`config.mk`:
```
export PLATFORM = sky130hd
export DESIGN_NAME = humidity_temperature_frame_decoder
export DESIGN_NICKNAME = d
export VERILOG_FILES = /design/src/htfd_pkg.sv /design/src/humidity_temperature_frame_decoder.sv /design/src/htfd_fifo.sv /design/src/htfd_front.sv /design/src/htfd_back.sv
export SDC_FILE = /design/constraint.sdc
export NUM_CORES = 1
export LEC_CHECK = 0
export ABC_AREA = 1
export ABC_CLOCK_PERIOD_IN_PS = 5300
export BUFFER_PORTS_ARGS = -buffer_cell sky130_fd_sc_hd__buf_2
export CORE_UTILIZATION = 57
export DETAILED_ROUTE_END_ITERATION = 6
export PLACE_DENSITY = 0.78
export SYNTH_ARGS = -nofsm -noshare
export SYNTH_HDL_FRONTEND = slang
export SYNTH_SLANG_ARGS = --single-unit
```
`constraint.sdc`:
```
create_clock -name clk -period 5.3 [get_ports clk]
set_input_delay 0.53 -clock clk [delete_from_list [all_inputs] [get_ports clk]]
set_output_delay 0.53 -clock clk [all_outputs]
set_load 0.05 [all_outputs]
```
`src/htfd_pkg.sv`:
```
// Shared types, register codes and the CRC-8 byte step for the frame decoder.
// No dependencies.
package htfd_pkg;

    localparam int CFG_IDX_W = 4;

    localparam logic [CFG_IDX_W-1:0] REG_CRC_POLY  = CFG_IDX_W'(0);
    localparam logic [CFG_IDX_W-1:0] REG_CRC_START = CFG_IDX_W'(1);

    localparam logic [7:0] CRC_POLY_RESET  = 8'h31;
    localparam logic [7:0] CRC_START_RESET = 8'hFF;

    localparam logic STATUS_OK      = 1'b0;
    localparam logic STATUS_CRC_ERR = 1'b1;

    typedef struct packed {
        logic [7:0] crc_polynomial;
        logic [7:0] crc_start_value;
    } crc_cfg_t;

    // One checked frame handed from the front to the back
    typedef struct packed {
        logic [15:0] temp_word;
        logic [15:0] hum_word;
        logic        crc_good;
    } frame_rec_t;

    typedef struct packed {
        logic signed [14:0] temperature_centi;
        logic [13:0]        humidity_centi;
        logic [15:0]        temp_word;
        logic [15:0]        hum_word;
        logic               frame_status;
    } result_t;

    // MSB-first CRC-8 over one byte, top bit of the generator implied
    function automatic logic [7:0] crc8_feed(input logic [7:0] crc,
                                             input logic [7:0] data_in,
                                             input logic [7:0] poly);
        logic [7:0] r;
        r = crc ^ data_in;
        for (int k = 0; k < 8; k++)
        begin
            if (r[7])
            begin
                r = {r[6:0], 1'b0} ^ poly;
            end
            else
            begin
                r = {r[6:0], 1'b0};
            end
        end
        return r;
    endfunction

endpackage

```
`src/humidity_temperature_frame_decoder.sv`:
```
// Top level of the temperature and humidity frame decoder.
// Depends on htfd_pkg, htfd_fifo, htfd_front and htfd_back.
//
// Input side is a queue: drive data_byte and frame_start with push; a byte is taken
// on an edge with push high and full low. Six bytes make a frame: temperature high,
// low, CRC, humidity high, low, CRC. frame_start marks byte 0 and drops any partial
// frame. One byte per cycle is sustained while full is low; the CRC step is combinational.
// Result side is a queue too: while empty is low the oldest result is on the output
// ports, taken on an edge with pop high. After the edge that takes the sixth byte, the
// frame passes the record queue and the multiply stage into the result queue, then empty falls.
// If pop is held low, results back up through the result queue, the multiply stage
// and the record queue; full rises only once a further frame record has no slot.
// Configuration writes (cfg_valid, always ready) set the CRC polynomial (index 0)
// and start value (index 1); other indexes are dropped. Write only while idle.
// Reset clears position and queues and restores polynomial 0x31 and start 0xFF.
module humidity_temperature_frame_decoder #(
    parameter int MID_DEPTH = 2,
    parameter int OUT_DEPTH = 2
) (
    input  logic                          clk,
    input  logic                          rst_n,
    input  logic                          push,
    output logic                          full,
    input  logic [7:0]                    data_byte,
    input  logic                          frame_start,
    output logic                          empty,
    input  logic                          pop,
    output logic signed [14:0]            temperature_centi,
    output logic [13:0]                   humidity_centi,
    output logic [15:0]                   temp_word,
    output logic [15:0]                   hum_word,
    output logic                          frame_status,
    input  logic                          cfg_valid,
    output logic                          cfg_ready,
    input  logic [htfd_pkg::CFG_IDX_W-1:0] cfg_index,
    input  logic [7:0]                    cfg_data
);

    import htfd_pkg::*;

    crc_cfg_t   cfg_reg;
    frame_rec_t rec_wr, rec_rd;
    result_t    result;
    logic       rec_push, rec_full, rec_pop, rec_empty;

    assign cfg_ready = 1'b1;

    always_ff @(posedge clk or negedge rst_n)
    begin
        if (!rst_n)
        begin
            cfg_reg.crc_polynomial  <= CRC_POLY_RESET;
            cfg_reg.crc_start_value <= CRC_START_RESET;
        end
        else if (cfg_valid && cfg_ready)
        begin
            if (cfg_index == REG_CRC_POLY)
            begin
                cfg_reg.crc_polynomial <= cfg_data;
            end
            else if (cfg_index == REG_CRC_START)
            begin
                cfg_reg.crc_start_value <= cfg_data;
            end
        end
    end

    htfd_front u_front (
        .clk         (clk),
        .rst_n       (rst_n),
        .cfg         (cfg_reg),
        .push        (push),
        .full        (full),
        .data_byte   (data_byte),
        .frame_start (frame_start),
        .rec_full    (rec_full),
        .rec_push    (rec_push),
        .rec_data    (rec_wr)
    );

    htfd_fifo #(
        .item_t (frame_rec_t),
        .DEPTH  (MID_DEPTH)
    ) u_rec_fifo (
        .clk     (clk),
        .rst_n   (rst_n),
        .push    (rec_push),
        .wr_data (rec_wr),
        .full    (rec_full),
        .pop     (rec_pop),
        .rd_data (rec_rd),
        .empty   (rec_empty)
    );

    htfd_back #(
        .OUT_DEPTH (OUT_DEPTH)
    ) u_back (
        .clk       (clk),
        .rst_n     (rst_n),
        .rec_empty (rec_empty),
        .rec_pop   (rec_pop),
        .rec_data  (rec_rd),
        .pop       (pop),
        .empty     (empty),
        .result    (result)
    );

    assign temperature_centi = result.temperature_centi;
    assign humidity_centi    = result.humidity_centi;
    assign temp_word         = result.temp_word;
    assign hum_word          = result.hum_word;
    assign frame_status      = result.frame_status;

endmodule

```
`src/htfd_fifo.sv`:
```
// Small register-based queue with push/full and pop/empty sides.
// Stand-alone; item type and depth are parameters.
module htfd_fifo #(
    parameter type item_t = logic [7:0],
    parameter int  DEPTH  = 2
) (
    input  logic  clk,
    input  logic  rst_n,
    input  logic  push,
    input  item_t wr_data,
    output logic  full,
    input  logic  pop,
    output item_t rd_data,
    output logic  empty
);

    localparam int AW = (DEPTH > 1) ? $clog2(DEPTH) : 1;
    localparam int CW = $clog2(DEPTH + 1);

    item_t mem [DEPTH];

    logic [AW-1:0] wr_ptr_reg, wr_ptr_next;
    logic [AW-1:0] rd_ptr_reg, rd_ptr_next;
    logic [CW-1:0] count_reg, count_next;

    logic do_push, do_pop;

    assign full    = (count_reg == CW'(DEPTH));
    assign empty   = (count_reg == '0);
    assign do_push = push && !full;
    assign do_pop  = pop && !empty;
    assign rd_data = mem[rd_ptr_reg];

    always_comb
    begin
        wr_ptr_next = wr_ptr_reg;
        rd_ptr_next = rd_ptr_reg;
        count_next  = count_reg;
        if (do_push)
        begin
            wr_ptr_next = (wr_ptr_reg == AW'(DEPTH - 1)) ? '0 : wr_ptr_reg + 1'b1;
        end
        if (do_pop)
        begin
            rd_ptr_next = (rd_ptr_reg == AW'(DEPTH - 1)) ? '0 : rd_ptr_reg + 1'b1;
        end
        if (do_push && !do_pop)
        begin
            count_next = count_reg + 1'b1;
        end
        else if (do_pop && !do_push)
        begin
            count_next = count_reg - 1'b1;
        end
    end

    always_ff @(posedge clk or negedge rst_n)
    begin
        if (!rst_n)
        begin
            wr_ptr_reg <= '0;
            rd_ptr_reg <= '0;
            count_reg  <= '0;
        end
        else
        begin
            wr_ptr_reg <= wr_ptr_next;
            rd_ptr_reg <= rd_ptr_next;
            count_reg  <= count_next;
        end
    end

    always_ff @(posedge clk)
    begin
        if (do_push)
        begin
            mem[wr_ptr_reg] <= wr_data;
        end
    end

endmodule

```
`src/htfd_front.sv`:
```
// Front end: tracks byte position, runs the word CRCs and assembles frame records.
// Depends on htfd_pkg.
module htfd_front (
    input  logic                 clk,
    input  logic                 rst_n,
    input  htfd_pkg::crc_cfg_t   cfg,
    input  logic                 push,
    output logic                 full,
    input  logic [7:0]           data_byte,
    input  logic                 frame_start,
    input  logic                 rec_full,
    output logic                 rec_push,
    output htfd_pkg::frame_rec_t rec_data
);

    import htfd_pkg::*;

    typedef enum logic [2:0] {
        POS_T_HI  = 3'd0,
        POS_T_LO  = 3'd1,
        POS_T_CRC = 3'd2,
        POS_H_HI  = 3'd3,
        POS_H_LO  = 3'd4,
        POS_H_CRC = 3'd5
    } pos_t;

    pos_t        pos_reg, pos_next;
    logic [7:0]  crc_reg, crc_next;
    logic [15:0] temp_reg, temp_next;
    logic        temp_good_reg, temp_good_next;
    logic [7:0]  hum_hi_reg, hum_hi_next;
    logic [7:0]  hum_lo_reg, hum_lo_next;

    logic       accept;
    pos_t       cur_pos;
    logic [7:0] crc_src;
    logic [7:0] crc_fed;

    // A frame-closing byte needs a record slot, so hold off whenever the queue is full
    assign full    = rec_full;
    assign accept  = push && !rec_full;
    assign cur_pos = frame_start ? POS_T_HI : pos_reg;
    assign crc_src = (cur_pos == POS_T_LO || cur_pos == POS_H_LO) ? crc_reg
                                                                  : cfg.crc_start_value;
    assign crc_fed = crc8_feed(crc_src, data_byte, cfg.crc_polynomial);

    assign rec_data.temp_word = temp_reg;
    assign rec_data.hum_word  = {hum_hi_reg, hum_lo_reg};
    assign rec_data.crc_good  = temp_good_reg && (crc_reg == data_byte);

    always_comb
    begin
        pos_next       = pos_reg;
        crc_next       = crc_reg;
        temp_next      = temp_reg;
        temp_good_next = temp_good_reg;
        hum_hi_next    = hum_hi_reg;
        hum_lo_next    = hum_lo_reg;
        rec_push       = 1'b0;
        if (accept)
        begin
            unique case (cur_pos)
                POS_T_LO:
                begin
                    crc_next  = crc_fed;
                    temp_next = {temp_reg[15:8], data_byte};
                    pos_next  = POS_T_CRC;
                end
                POS_T_CRC:
                begin
                    temp_good_next = (crc_reg == data_byte);
                    crc_next       = cfg.crc_start_value;
                    pos_next       = POS_H_HI;
                end
                POS_H_HI:
                begin
                    crc_next    = crc_fed;
                    hum_hi_next = data_byte;
                    pos_next    = POS_H_LO;
                end
                POS_H_LO:
                begin
                    crc_next    = crc_fed;
                    hum_lo_next = data_byte;
                    pos_next    = POS_H_CRC;
                end
                POS_H_CRC:
                begin
                    rec_push = 1'b1;
                    crc_next = cfg.crc_start_value;
                    pos_next = POS_T_HI;
                end
                default:
                begin
                    // first byte of a frame
                    crc_next  = crc_fed;
                    temp_next = {data_byte, 8'h00};
                    pos_next  = POS_T_LO;
                end
            endcase
        end
    end

    always_ff @(posedge clk or negedge rst_n)
    begin
        if (!rst_n)
        begin
            pos_reg       <= POS_T_HI;
            crc_reg       <= CRC_START_RESET;
            temp_reg      <= '0;
            temp_good_reg <= 1'b0;
            hum_hi_reg    <= '0;
            hum_lo_reg    <= '0;
        end
        else
        begin
            pos_reg       <= pos_next;
            crc_reg       <= crc_next;
            temp_reg      <= temp_next;
            temp_good_reg <= temp_good_next;
            hum_hi_reg    <= hum_hi_next;
            hum_lo_reg    <= hum_lo_next;
        end
    end

endmodule

```
`src/htfd_back.sv`:
```
// Back end: scales checked frames to hundredths and queues the results.
// Depends on htfd_pkg and htfd_fifo.
module htfd_back #(
    parameter int OUT_DEPTH = 2
) (
    input  logic                 clk,
    input  logic                 rst_n,
    input  logic                 rec_empty,
    output logic                 rec_pop,
    input  htfd_pkg::frame_rec_t rec_data,
    input  logic                 pop,
    output logic                 empty,
    output htfd_pkg::result_t    result
);

    import htfd_pkg::*;

    localparam logic [30:0] T_SCALE  = 31'd17500;
    localparam logic [29:0] H_SCALE  = 30'd10000;
    localparam logic [16:0] DIVISOR  = 17'd65535;
    localparam logic [14:0] T_OFFSET = 15'd4500;

    logic        stage_valid_reg, stage_valid_next;
    logic [30:0] t_prod_reg;
    logic [29:0] h_prod_reg;
    logic [15:0] raw_t_reg;
    logic [15:0] raw_h_reg;
    logic        good_reg;

    logic    out_full;
    logic    out_push;
    logic    stage_ready;
    result_t res_next;

    logic [14:0] t_q0, t_q;
    logic [16:0] t_rem;
    logic [13:0] h_q0, h_q;
    logic [16:0] h_rem;

    assign stage_ready = !stage_valid_reg || !out_full;
    assign rec_pop     = !rec_empty && stage_ready;
    assign out_push    = stage_valid_reg && !out_full;

    always_comb
    begin
        stage_valid_next = stage_valid_reg;
        if (rec_pop)
        begin
            stage_valid_next = 1'b1;
        end
        else if (out_push)
        begin
            stage_valid_next = 1'b0;
        end
    end

    always_ff @(posedge clk or negedge rst_n)
    begin
        if (!rst_n)
        begin
            stage_valid_reg <= 1'b0;
        end
        else
        begin
            stage_valid_reg <= stage_valid_next;
        end
    end

    always_ff @(posedge clk)
    begin
        if (rec_pop)
        begin
            t_prod_reg <= 31'(rec_data.temp_word) * T_SCALE;
            h_prod_reg <= 30'(rec_data.hum_word) * H_SCALE;
            raw_t_reg  <= rec_data.temp_word;
            raw_h_reg  <= rec_data.hum_word;
            good_reg   <= rec_data.crc_good;
        end
    end

    // x / 65535: q0 = x >> 16 leaves a remainder below twice the divisor
    always_comb
    begin
        t_q0  = t_prod_reg[30:16];
        t_rem = {1'b0, t_prod_reg[15:0]} + {2'b00, t_q0};
        t_q   = t_q0 + 15'(t_rem >= DIVISOR);
        h_q0  = h_prod_reg[29:16];
        h_rem = {1'b0, h_prod_reg[15:0]} + {3'b000, h_q0};
        h_q   = h_q0 + 14'(h_rem >= DIVISOR);

        res_next.temp_word = raw_t_reg;
        res_next.hum_word  = raw_h_reg;
        if (good_reg)
        begin
            res_next.temperature_centi = $signed(t_q - T_OFFSET);
            res_next.humidity_centi    = h_q;
            res_next.frame_status      = STATUS_OK;
        end
        else
        begin
            res_next.temperature_centi = '0;
            res_next.humidity_centi    = '0;
            res_next.frame_status      = STATUS_CRC_ERR;
        end
    end

    htfd_fifo #(
        .item_t (result_t),
        .DEPTH  (OUT_DEPTH)
    ) u_out_fifo (
        .clk     (clk),
        .rst_n   (rst_n),
        .push    (out_push),
        .wr_data (res_next),
        .full    (out_full),
        .pop     (pop),
        .rd_data (result),
        .empty   (empty)
    );

endmodule

```
**Word level (Yosys, flattened, before mapping)**

Memories as Yosys holds them, arrays and structs flattened.
Cells that the tools add are included.

- Add/sub/neg operators: 13
- $mul: 2
- $lt $le $gt $ge: 2
- Equal/unequal tests: 9
- Multiplexer cells: 31
- Bitwise operators: 12
- Reductions and logical operators: 38

Operators with widths:

| operator | number |
|---|---|
| $mux 8 | 10 |
| $xor 8x8->8 | 9 |
| $ge 17x16->1 const B | 2 |
| $pmux 16 s2 | 1 |
| $mul 16x13->29 const B | 1 |
| $mux 29 | 1 |
| $mul 16x10->26 const B | 1 |
| $add 16x14->17 | 1 |
| $add 16x15->17 | 1 |
| $add 15x1->15 | 1 |
| $pmux 3 s5 | 1 |
| $sub 15x13->15 const B | 1 |
| $add 14x1->14 | 1 |
| $mux 1 | 13 |
| $logic_and 1x1->1 | 12 |
| $reduce_and 2->1 | 5 |
| $logic_not 1->1 | 9 |
| $eq 8x8->1 | 1 |
| $mux 2 | 4 |
| $eq 3x2->1 const B | 2 |
| $eq 3x3->1 const B | 2 |
| $reduce_and 3->1 | 2 |
| $reduce_bool 2->1 | 3 |
| $add 1x1->1 const B | 4 |
| 12 further kinds | 19 |

- Bits in registers: 157
- Memory bits (writable): 190
- Input bits: 26
- Output and inout port bits: 65
- Word-level logic and storage cells: 130
- Memories kept: 2

Memory list:

| name | depth | width | rd ports | clocked after memory_dff | wr ports | line | text |
|---|---|---|---|---|---|---|---|
| u_back.u_out_fifo.mem | 2 | 62 | 1 | 0 | 1 | htfd_fifo.sv:20 | `item_t mem [DEPTH];` |
| u_rec_fifo.mem | 2 | 33 | 1 | 0 | 1 | htfd_fifo.sv:20 |  |

**Longest topological paths before layout**

Gate-level depths: netlist (run 1).

- Depth in word-level cells: 22
- Depth in mapped cells: 35
- Mapped depth without buffers: 33

**Hierarchy**

Synthesis (run 1) repeated with hierarchy kept, for this count alone.

- Cell total of the unflattened synthesis: 2,532
- Area total of the unflattened synthesis: 22,880.7 um^2

Modules (own cells, without submodules):

| module | times used | cells each | area each (um^2) | seq. area each (um^2) |
|---|---|---|---|---|
| htfd_back | 1 | 1,339 | 11,075.6 | 2,517.4 |
| htfd_fifo (u_back.u_out_fifo) | 1 | 355 | 4,773.3 | 3,823.7 |
| htfd_front | 1 | 559 | 3,621.0 | 1,111.1 |
| htfd_fifo (u_rec_fifo) | 1 | 204 | 2,641.3 | 2,082.0 |
| humidity_temperature_frame_decoder | 1 | 75 | 769.5 | 414.1 |

**Worst setup path before layout (run 1)**

No wires, ideal clock.

- Path kind: reg-to-reg
- Start point: register u_rec_fifo.rd_ptr_reg
- End point: register u_back.t_prod_reg[28], data pin
- Setup time: 0.259 ns
- Arrival: 5.632 ns
- Data required time: 5.041 ns
- Path slack: -0.591 ns
- Cell stages (with the launch flop): 33
- Buffers on the path: 2
- Clock period less this slack: 5.891 ns
- Cell sequence: dfrtp_1 -> inv_1 -> clkbuf_1 -> clkbuf_1 -> nand2_1 -> nand2_1 -> ha_1 -> fa_1 -> ha_1 -> ha_1 -> inv_1 -> fa_1 -> inv_1 -> fa_1 -> a21o_1 -> a21oi_1 -> o21ai_0 -> a21oi_1 -> inv_1 -> a21oi_1 -> o21ai_0 -> nand3_1 -> nand2_1 -> nand3_1 -> nand2_1 -> nand2_1 -> o2bb2ai_1 -> o21ai_0 -> nand3_1 -> nand2_1 -> nand3_1 -> nand2_1 -> xor2_1

RTL lines:

| item | line | text |
|---|---|---|
| from (decl) | htfd_fifo.sv:23 | `logic [AW-1:0] rd_ptr_reg, rd_ptr_next;` |
| from (signal assigned) | htfd_fifo.sv:68 | `rd_ptr_reg <= rd_ptr_next;` |
| to (signal assigned) | htfd_back.sv:73 | `t_prod_reg <= 31'(rec_data.temp_word) * T_SCALE;` |
| to (decl) | htfd_back.sv:24 | `logic [30:0] t_prod_reg;` |

==> metrics.txt, run 1 <==
status=finished with violations; failing checks=design-rule violations, negative setup slack; min Tclk post-route=5.51 ns; GRT overflow=0; RSZ-0062 raised after global routing=yes; Critical Path Max Stage Delay=0.54 ns; Mapped Area=20800 sq um; Final WS setup=-0.212 ns; Mapped Cells=2098; Setup crit end=u_back.t_prod_reg[28]$_DFFE_PP_; clock tree sinks=342; Largest register FFs=124; post-route ant nets=0; Crit path top cell by count=inv_1; GRT Total Usage=24.2%; CP Data Required Time=5.58 ns; Die Y=193 um; hold crit path type=primary input to async pin; n_diodes=0; number of synthesized flops with an enable pin=273; maximum clock insertion buffer count=3; drt drc=11; Synth Warn #=0; Final period util=104%; footprint of the multi-input gates=9930 sq um; worst r2r dst=u_back.t_prod_reg[28]$_DFFE_PP_; CTS root buf=clkbuf_16; clk_skew=0.0272 ns; first-pass GRT wire length=71200 um; DR pass1 iterations=7; Peak Freq=181 MHz; Layout area overhead=16.9%; vias in the first global route=14.6k; max_cap viols=0; pre-CTS setup slack=-0.170 ns; Num CTS Buffers=35; layout cells sized above 1=19.8%; fillers=2500; Ports=91; crit path capture type=flop; Yosys reg bits=342; Syn Nets=2403; Placer Congestion=0.909; drt total wl=46200 um; Crit Path Class=flop to flop; CTS Hold Buffers Added=0; Cell Count Post-Placement=2700; nets=2613; reg-to-reg slack, setup=-0.21 ns; detailed router's first-iteration violation count=888; sequential area share after synthesis=47.8%; Critical R2R Launch=u_rec_fifo.rd_ptr_reg$_DFFE_PN0P_; Final Setup Violations=8; CTS tree=done; Worst Setup Start Kind=flop; DP HPWL=32100 um; critical path launch point=u_rec_fifo.rd_ptr_reg$_DFFE_PN0P_; final number of hold-violating endpoints=0; Total Die Area=37300 sq um; Placed Area=22500 sq um; Crit-path slowest cell=fa_1; relative slew slack=21.6%; htree depth=2; Port Buffers=89; post-synthesis cell type count=49; Wirelength per Cell=16.6 um; vias per cell=5.33; Worst-Margin Slew=1.17 ns; row count=69; fin util=68.1%; Slew Viols, Final=0; Register Area=9950 sq um; Worst EP arrival=5.79 ns; Async SR Flop Fraction=20.2%; R2R depth=32; total number of vias=14.9k; predominant post-synthesis flop cell=edfxtp_1; die width=193 um; Worst-path clk slew=0.06 ns; Initial Utilization=58.3%; Final Cell Area=24300 sq um; Post-Layout Cell Count=2791; Core ar.=35700 sq um; largest net degree at the start of global routing=70; clock latency on the worst-skew pair=0.53 ns; crit path max fanout=6; initial antenna violation count=1; post-synthesis average cell area=9.92 sq um
-- metrics by stage --
| step | hold WS, ns | TNS, ns |
|---|---|---|
| after floorplan | 0.234 | -0.0314 |
| after global placement | 0.427 | -0.0797 |
| after detailed placement | 0.434 | -0.668 |
| after CTS | 0.244 | -0.0272 |
| after global routing | 0.274 | -3.94 |
| final | 0.194 | -1.05 |
-- routing by layer --
| layer | track usage [%] | routed length, um | vias up |
|---|---|---|---|
| met5 | 0 | 13 | - |
| met4 | 7.66 | 1450 | 2 |
| met3 | 3.00 | 2120 | 111 |
| met2 | 43.0 | 23600 | 406 |
| met1 | 30.7 | 19100 | 7089 |
| li1 | - | - | 7264 |
-- Yosys cell counts (5+ instances only) --
master / count / area [sq um]
a21oi_1: 89 / 445
clkbuf_1: 33 / 124
dfrtp_1: 50 / 1250
dfstp_2: 19 / 499
edfxtp_1: 273 / 8200
fa_1: 82 / 1640
ha_1: 197 / 2460
inv_1: 337 / 1260
inv_2: 12 / 45.0
nand2_1: 495 / 1860
nand2_2: 10 / 62.6
nand2_4: 8 / 90.1
nand3_1: 88 / 440
nand3_2: 8 / 80.1
nand3b_1: 6 / 45.0
nand4_1: 7 / 43.8
nor2_1: 98 / 368
nor2_2: 5 / 31.3
nor3_1: 9 / 45.0
o211ai_1: 6 / 45.0
o21ai_0: 110 / 551
or2_2: 26 / 163
xnor2_1: 32 / 280
xor2_1: 50 / 438
-- what timing repair did --
item | in CTS | in global routing
gates resized for setup | 16 | 85
cloned | 0 | 2
pin swaps | 13 | 35
setup buffers | 14 | 17
hold endpoints to repair | 0 | 0
endpoints found under the setup margin | 9 | 16
-- worst min-delay path by stage --
stage	start	end	slack, ns	cells past startpoint
2_1_floorplan	rst_n	cfg_reg[10]$_DFFE_PN0P_	0.23	0
3_3_place_gp	u_back.raw_h_reg[4]$_DFFE_PP_	u_back.u_out_fifo.mem[0][5]$_DFFE_PP_	0.43	0
3_5_place_dp	u_back.raw_h_reg[4]$_DFFE_PP_	u_back.u_out_fifo.mem[0][5]$_DFFE_PP_	0.43	0
4_1_cts	rst_n	u_front.temp_good_reg$_DFFE_PN0P_	0.24	2
5_1_grt	cfg_data[5]	cfg_reg[13]$_DFFE_PN1P_	0.27	3
6_report	rst_n	cfg_reg[10]$_DFFE_PN0P_	0.19	2
-- placed cells by master (no fill, tap or decap), types with 5 or more instances in the layout --
| master | netlist | final |
|---|---|---|
| a21oi_1 | 89 | 67 |
| a21oi_2 | 0 | 19 |
| buf_2 | 2 | 89 |
| buf_4 | 2 | 121 |
| clkbuf_1 | 33 | 5 |
| clkbuf_16 | 0 | 37 |
| clkinv_1 | 1 | 8 |
| dfrtp_1 | 50 | 48 |
| dfstp_2 | 19 | 19 |
| edfxtp_1 | 273 | 273 |
| fa_1 | 82 | 81 |
| ha_1 | 197 | 178 |
| ha_4 | 0 | 17 |
| inv_1 | 337 | 322 |
| inv_2 | 12 | 25 |
| nand2_1 | 495 | 480 |
| nand2_2 | 10 | 23 |
| nand2_4 | 8 | 10 |
| nand3_1 | 88 | 83 |
| nand3_2 | 8 | 13 |
| nand3b_1 | 6 | 6 |
| nand4_1 | 7 | 7 |
| nor2_1 | 98 | 94 |
| nor2_2 | 5 | 7 |
| nor3_1 | 9 | 9 |
| o211ai_1 | 6 | 6 |
| o21ai_0 | 110 | 87 |
| o21ai_1 | 3 | 5 |
| o21ai_2 | 0 | 18 |
| or2_2 | 26 | 23 |
| xnor2_1 | 32 | 32 |
| xor2_1 | 50 | 50 |
-- layout make-up --
type	instances	share of cell area (%)
well taps	461	2.37
flip-flops and latches	342	40.9
repair buffers	216	6.02
clock buffers	40	3.68
multi-input cells	1363	40.8
clock inverters	19	0.802
inverters	350	5.43
-- critical path: cells and delay by family (launching register included) --
family	cells	cell delay (ns)
flops	1	0.42
buf+inv	9	0.81
compound gates	6	0.64
simple gates	10	0.94
fa+ha+maj	6	2.39
xor+xnor	1	0.06
-- cell families after synthesis --
family,count (synthesis),synth area share [%]
and+or+nand+nor,767,15.7
other,1,0.0180
AOI/OAI and AO/OA,234,6.06
xor gates and xnor gates,82,3.45
DFF,342,47.8
buffers and inverters,393,7.24
adders and majority gates,279,19.7
Power of run 1 is not shown: default switching activity piles up to over one toggle a cycle in this logic, so the estimate is an artifact.
==> run 2, diff against run 1 <==
--- a/config.mk
+++ b/config.mk
@@ -8,8 +8,10 @@
 export ABC_AREA = 1
 export ABC_CLOCK_PERIOD_IN_PS = 5300
 export BUFFER_PORTS_ARGS = -buffer_cell sky130_fd_sc_hd__buf_2
+export CAP_MARGIN = 20
 export CORE_UTILIZATION = 57
 export DETAILED_ROUTE_END_ITERATION = 6
+export MAX_ROUTING_LAYER = met4
 export PLACE_DENSITY = 0.78
 export SYNTH_ARGS = -nofsm -noshare
 export SYNTH_HDL_FRONTEND = slang
==> run 2 against run 1 <==
Net effect: global-route usage rose by 1.0 points; register-to-register slack got worse by 0.08 ns; final cell count rose by 1.0%; utilization rose by 0.54 points; sequential share of layout area fell by 0.33 points; design area rose by 0.80%; critical endpoint is now u_back.t_prod_reg[20]$_DFFE_PP_; the flow still finishes with violations (design-rule violations, negative setup slack); clock skew fell by 0.0013 ns; non-clock buffer count rose by 21.
==> metrics.txt, run 2 (synthesis gave the netlist of run 1 again) <==
status=finished with violations; failing checks=design-rule violations, negative setup slack; Initial Utilization=58.3%; largest net degree at the start of global routing=64; clk_skew=0.0259 ns; pre-CTS setup slack=-0.255 ns; crit path capture type=flop; Port Buffers=89; Ports=91; final number of hold-violating endpoints=0; vias per cell=5.39; CTS tree=done; fillers=2441; Num CTS Buffers=35; Worst-Margin Slew=0.890 ns; Post-Layout Cell Count=2819; Placer Congestion=0.936; Total Die Area=37300 sq um; total number of vias=15.2k; Die Y=193 um; Final Cell Area=24500 sq um; die width=193 um; Crit path top cell by count=buf_4; Slew Viols, Final=0; crit path max fanout=17; drt drc=11; Critical Path Max Stage Delay=0.54 ns; Cell Count Post-Placement=2704; hold crit path type=primary input to async pin; maximum clock insertion buffer count=3; Worst EP arrival=5.88 ns; GRT overflow=0; CP Data Required Time=5.59 ns; initial antenna violation count=2; clock tree sinks=342; Peak Freq=179 MHz; GRT Total Usage=25.2%; nets=2634; Worst Setup Start Kind=flop; Crit-path slowest cell=fa_1; RSZ-0062 raised after global routing=yes; Core ar.=35700 sq um; htree depth=2; Layout area overhead=17.8%; most frequent cells in the layout=nand2_1, inv_1, edfxtp_1; Placed Area=22600 sq um; Final Setup Violations=14; layout cells sized above 1=20.2%; CTS Hold Buffers Added=0; vias in the first global route=14.8k; CTS root buf=clkbuf_16; Worst-path clk slew=0.06 ns; clock latency on the worst-skew pair=0.54 ns; Largest register FFs=124; row count=69; Final period util=106%; Wirelength per Cell=16.8 um; first-pass GRT wire length=71600 um; Final WS setup=-0.295 ns; min Tclk post-route=5.59 ns; drt total wl=47300 um; max_cap viols=0; detailed router's first-iteration violation count=951; DR pass1 iterations=7; commonest non-fill, non-tap cell in the layout=nand2_1; Crit Path Class=flop to flop; DP HPWL=32600 um; relative slew slack=40.6%; post-route ant nets=0
run 2: cell count changes in the layout (fill, tap and decap cells not counted), moves of 4 or more:
cell	change
a21oi_1	+5
clkinv_2	+7
o21ai_2	-7
buf_4	+21
o21ai_0	+4
a21oi_2	-5
run 2: path summary, 6_finish.rpt:
path                                                   start                                       end  slack [ns]  cells past startpoint
setup / recovery           u_rec_fifo.rd_ptr_reg$_DFFE_PN0P_           u_back.t_prod_reg[20]$_DFFE_PP_       -0.29                     30
hold / removal                                         rst_n                   cfg_reg[14]$_DFFE_PN0P_        0.09                      1
setup reg to reg           u_rec_fifo.rd_ptr_reg$_DFFE_PN0P_           u_back.t_prod_reg[20]$_DFFE_PP_       -0.29                     30
hold reg to reg                u_back.raw_h_reg[4]$_DFFE_PP_     u_back.u_out_fifo.mem[1][5]$_DFFE_PP_        0.45                      0
max in group asynchronous                              rst_n  u_back.u_out_fifo.rd_ptr_reg$_DFFE_PN0P_        4.23                      2
min in group clk                                 cfg_data[4]                   cfg_reg[12]$_DFFE_PN1P_        0.24                      3
run 2: cell type report:
| cell class | count | area [sq um] | share of cell area (%) |
|---|---|---|---|
| repair buffers | 237 | 1610 | 6.56 |
| flip-flops and latches | 342 | 9950 | 40.6 |
| multi-input cells | 1363 | 9890 | 40.3 |
| clock buffers | 38 | 908 | 3.70 |
| diodes | 2 | 5.00 | 0.0204 |
| well taps | 461 | 577 | 2.35 |
| inverters | 350 | 1320 | 5.38 |
| clock inverters | 26 | 277 | 1.13 |
run 2: what timing repair did:
action | in CTS | in global routing
setup endpoints to repair | 12 | 20
setup buffers | 31 | 16
resized for setup | 26 | 61
pin swaps | 27 | 28
gates cloned | 1 | 1
run 2: routing by layer:
| layer | wire [um] | up-vias | GRT usage (%) | share of wire (%) |
|---|---|---|---|---|
| met2 | 23900 | 513 | 43.1 | 50 |
| met5 | 0 | - | - | 0 |
| li1 | - | 7319 | - | - |
| met3 | 2690 | 127 | 3.48 | 5.7 |
| met1 | 19100 | 7247 | 30.4 | 40 |
| met4 | 1630 | 0 | 9.59 | 3.4 |
run 2: worst max-delay path, delay by kind of cell, from the launching register on:
kind	cells	cell delay [ns]
XOR/XNOR	1	0.13
AND/OR/NAND/NOR	4	0.30
AO/OA/AOI/OAI	6	0.86
buffers and inverters	13	1.28
adder cells (fa/ha/maj)	6	2.35
flip-flops	1	0.40
run 2: metrics by stage:
stage / hold slack, ns / utilization [%] / setup TNS [ns]
floorplan: 0.234 / - / -0.0314
global placement: 0.425 / 63.1 / -0.0439
detailed placement: 0.439 / 63.1 / -1.37
CTS: 0.112 / 67.3 / -0.0190
global route: 0.149 / 68.6 / -6.32
finish: 0.0942 / 68.6 / -2.35
Power of run 2 is left out for the same reason.
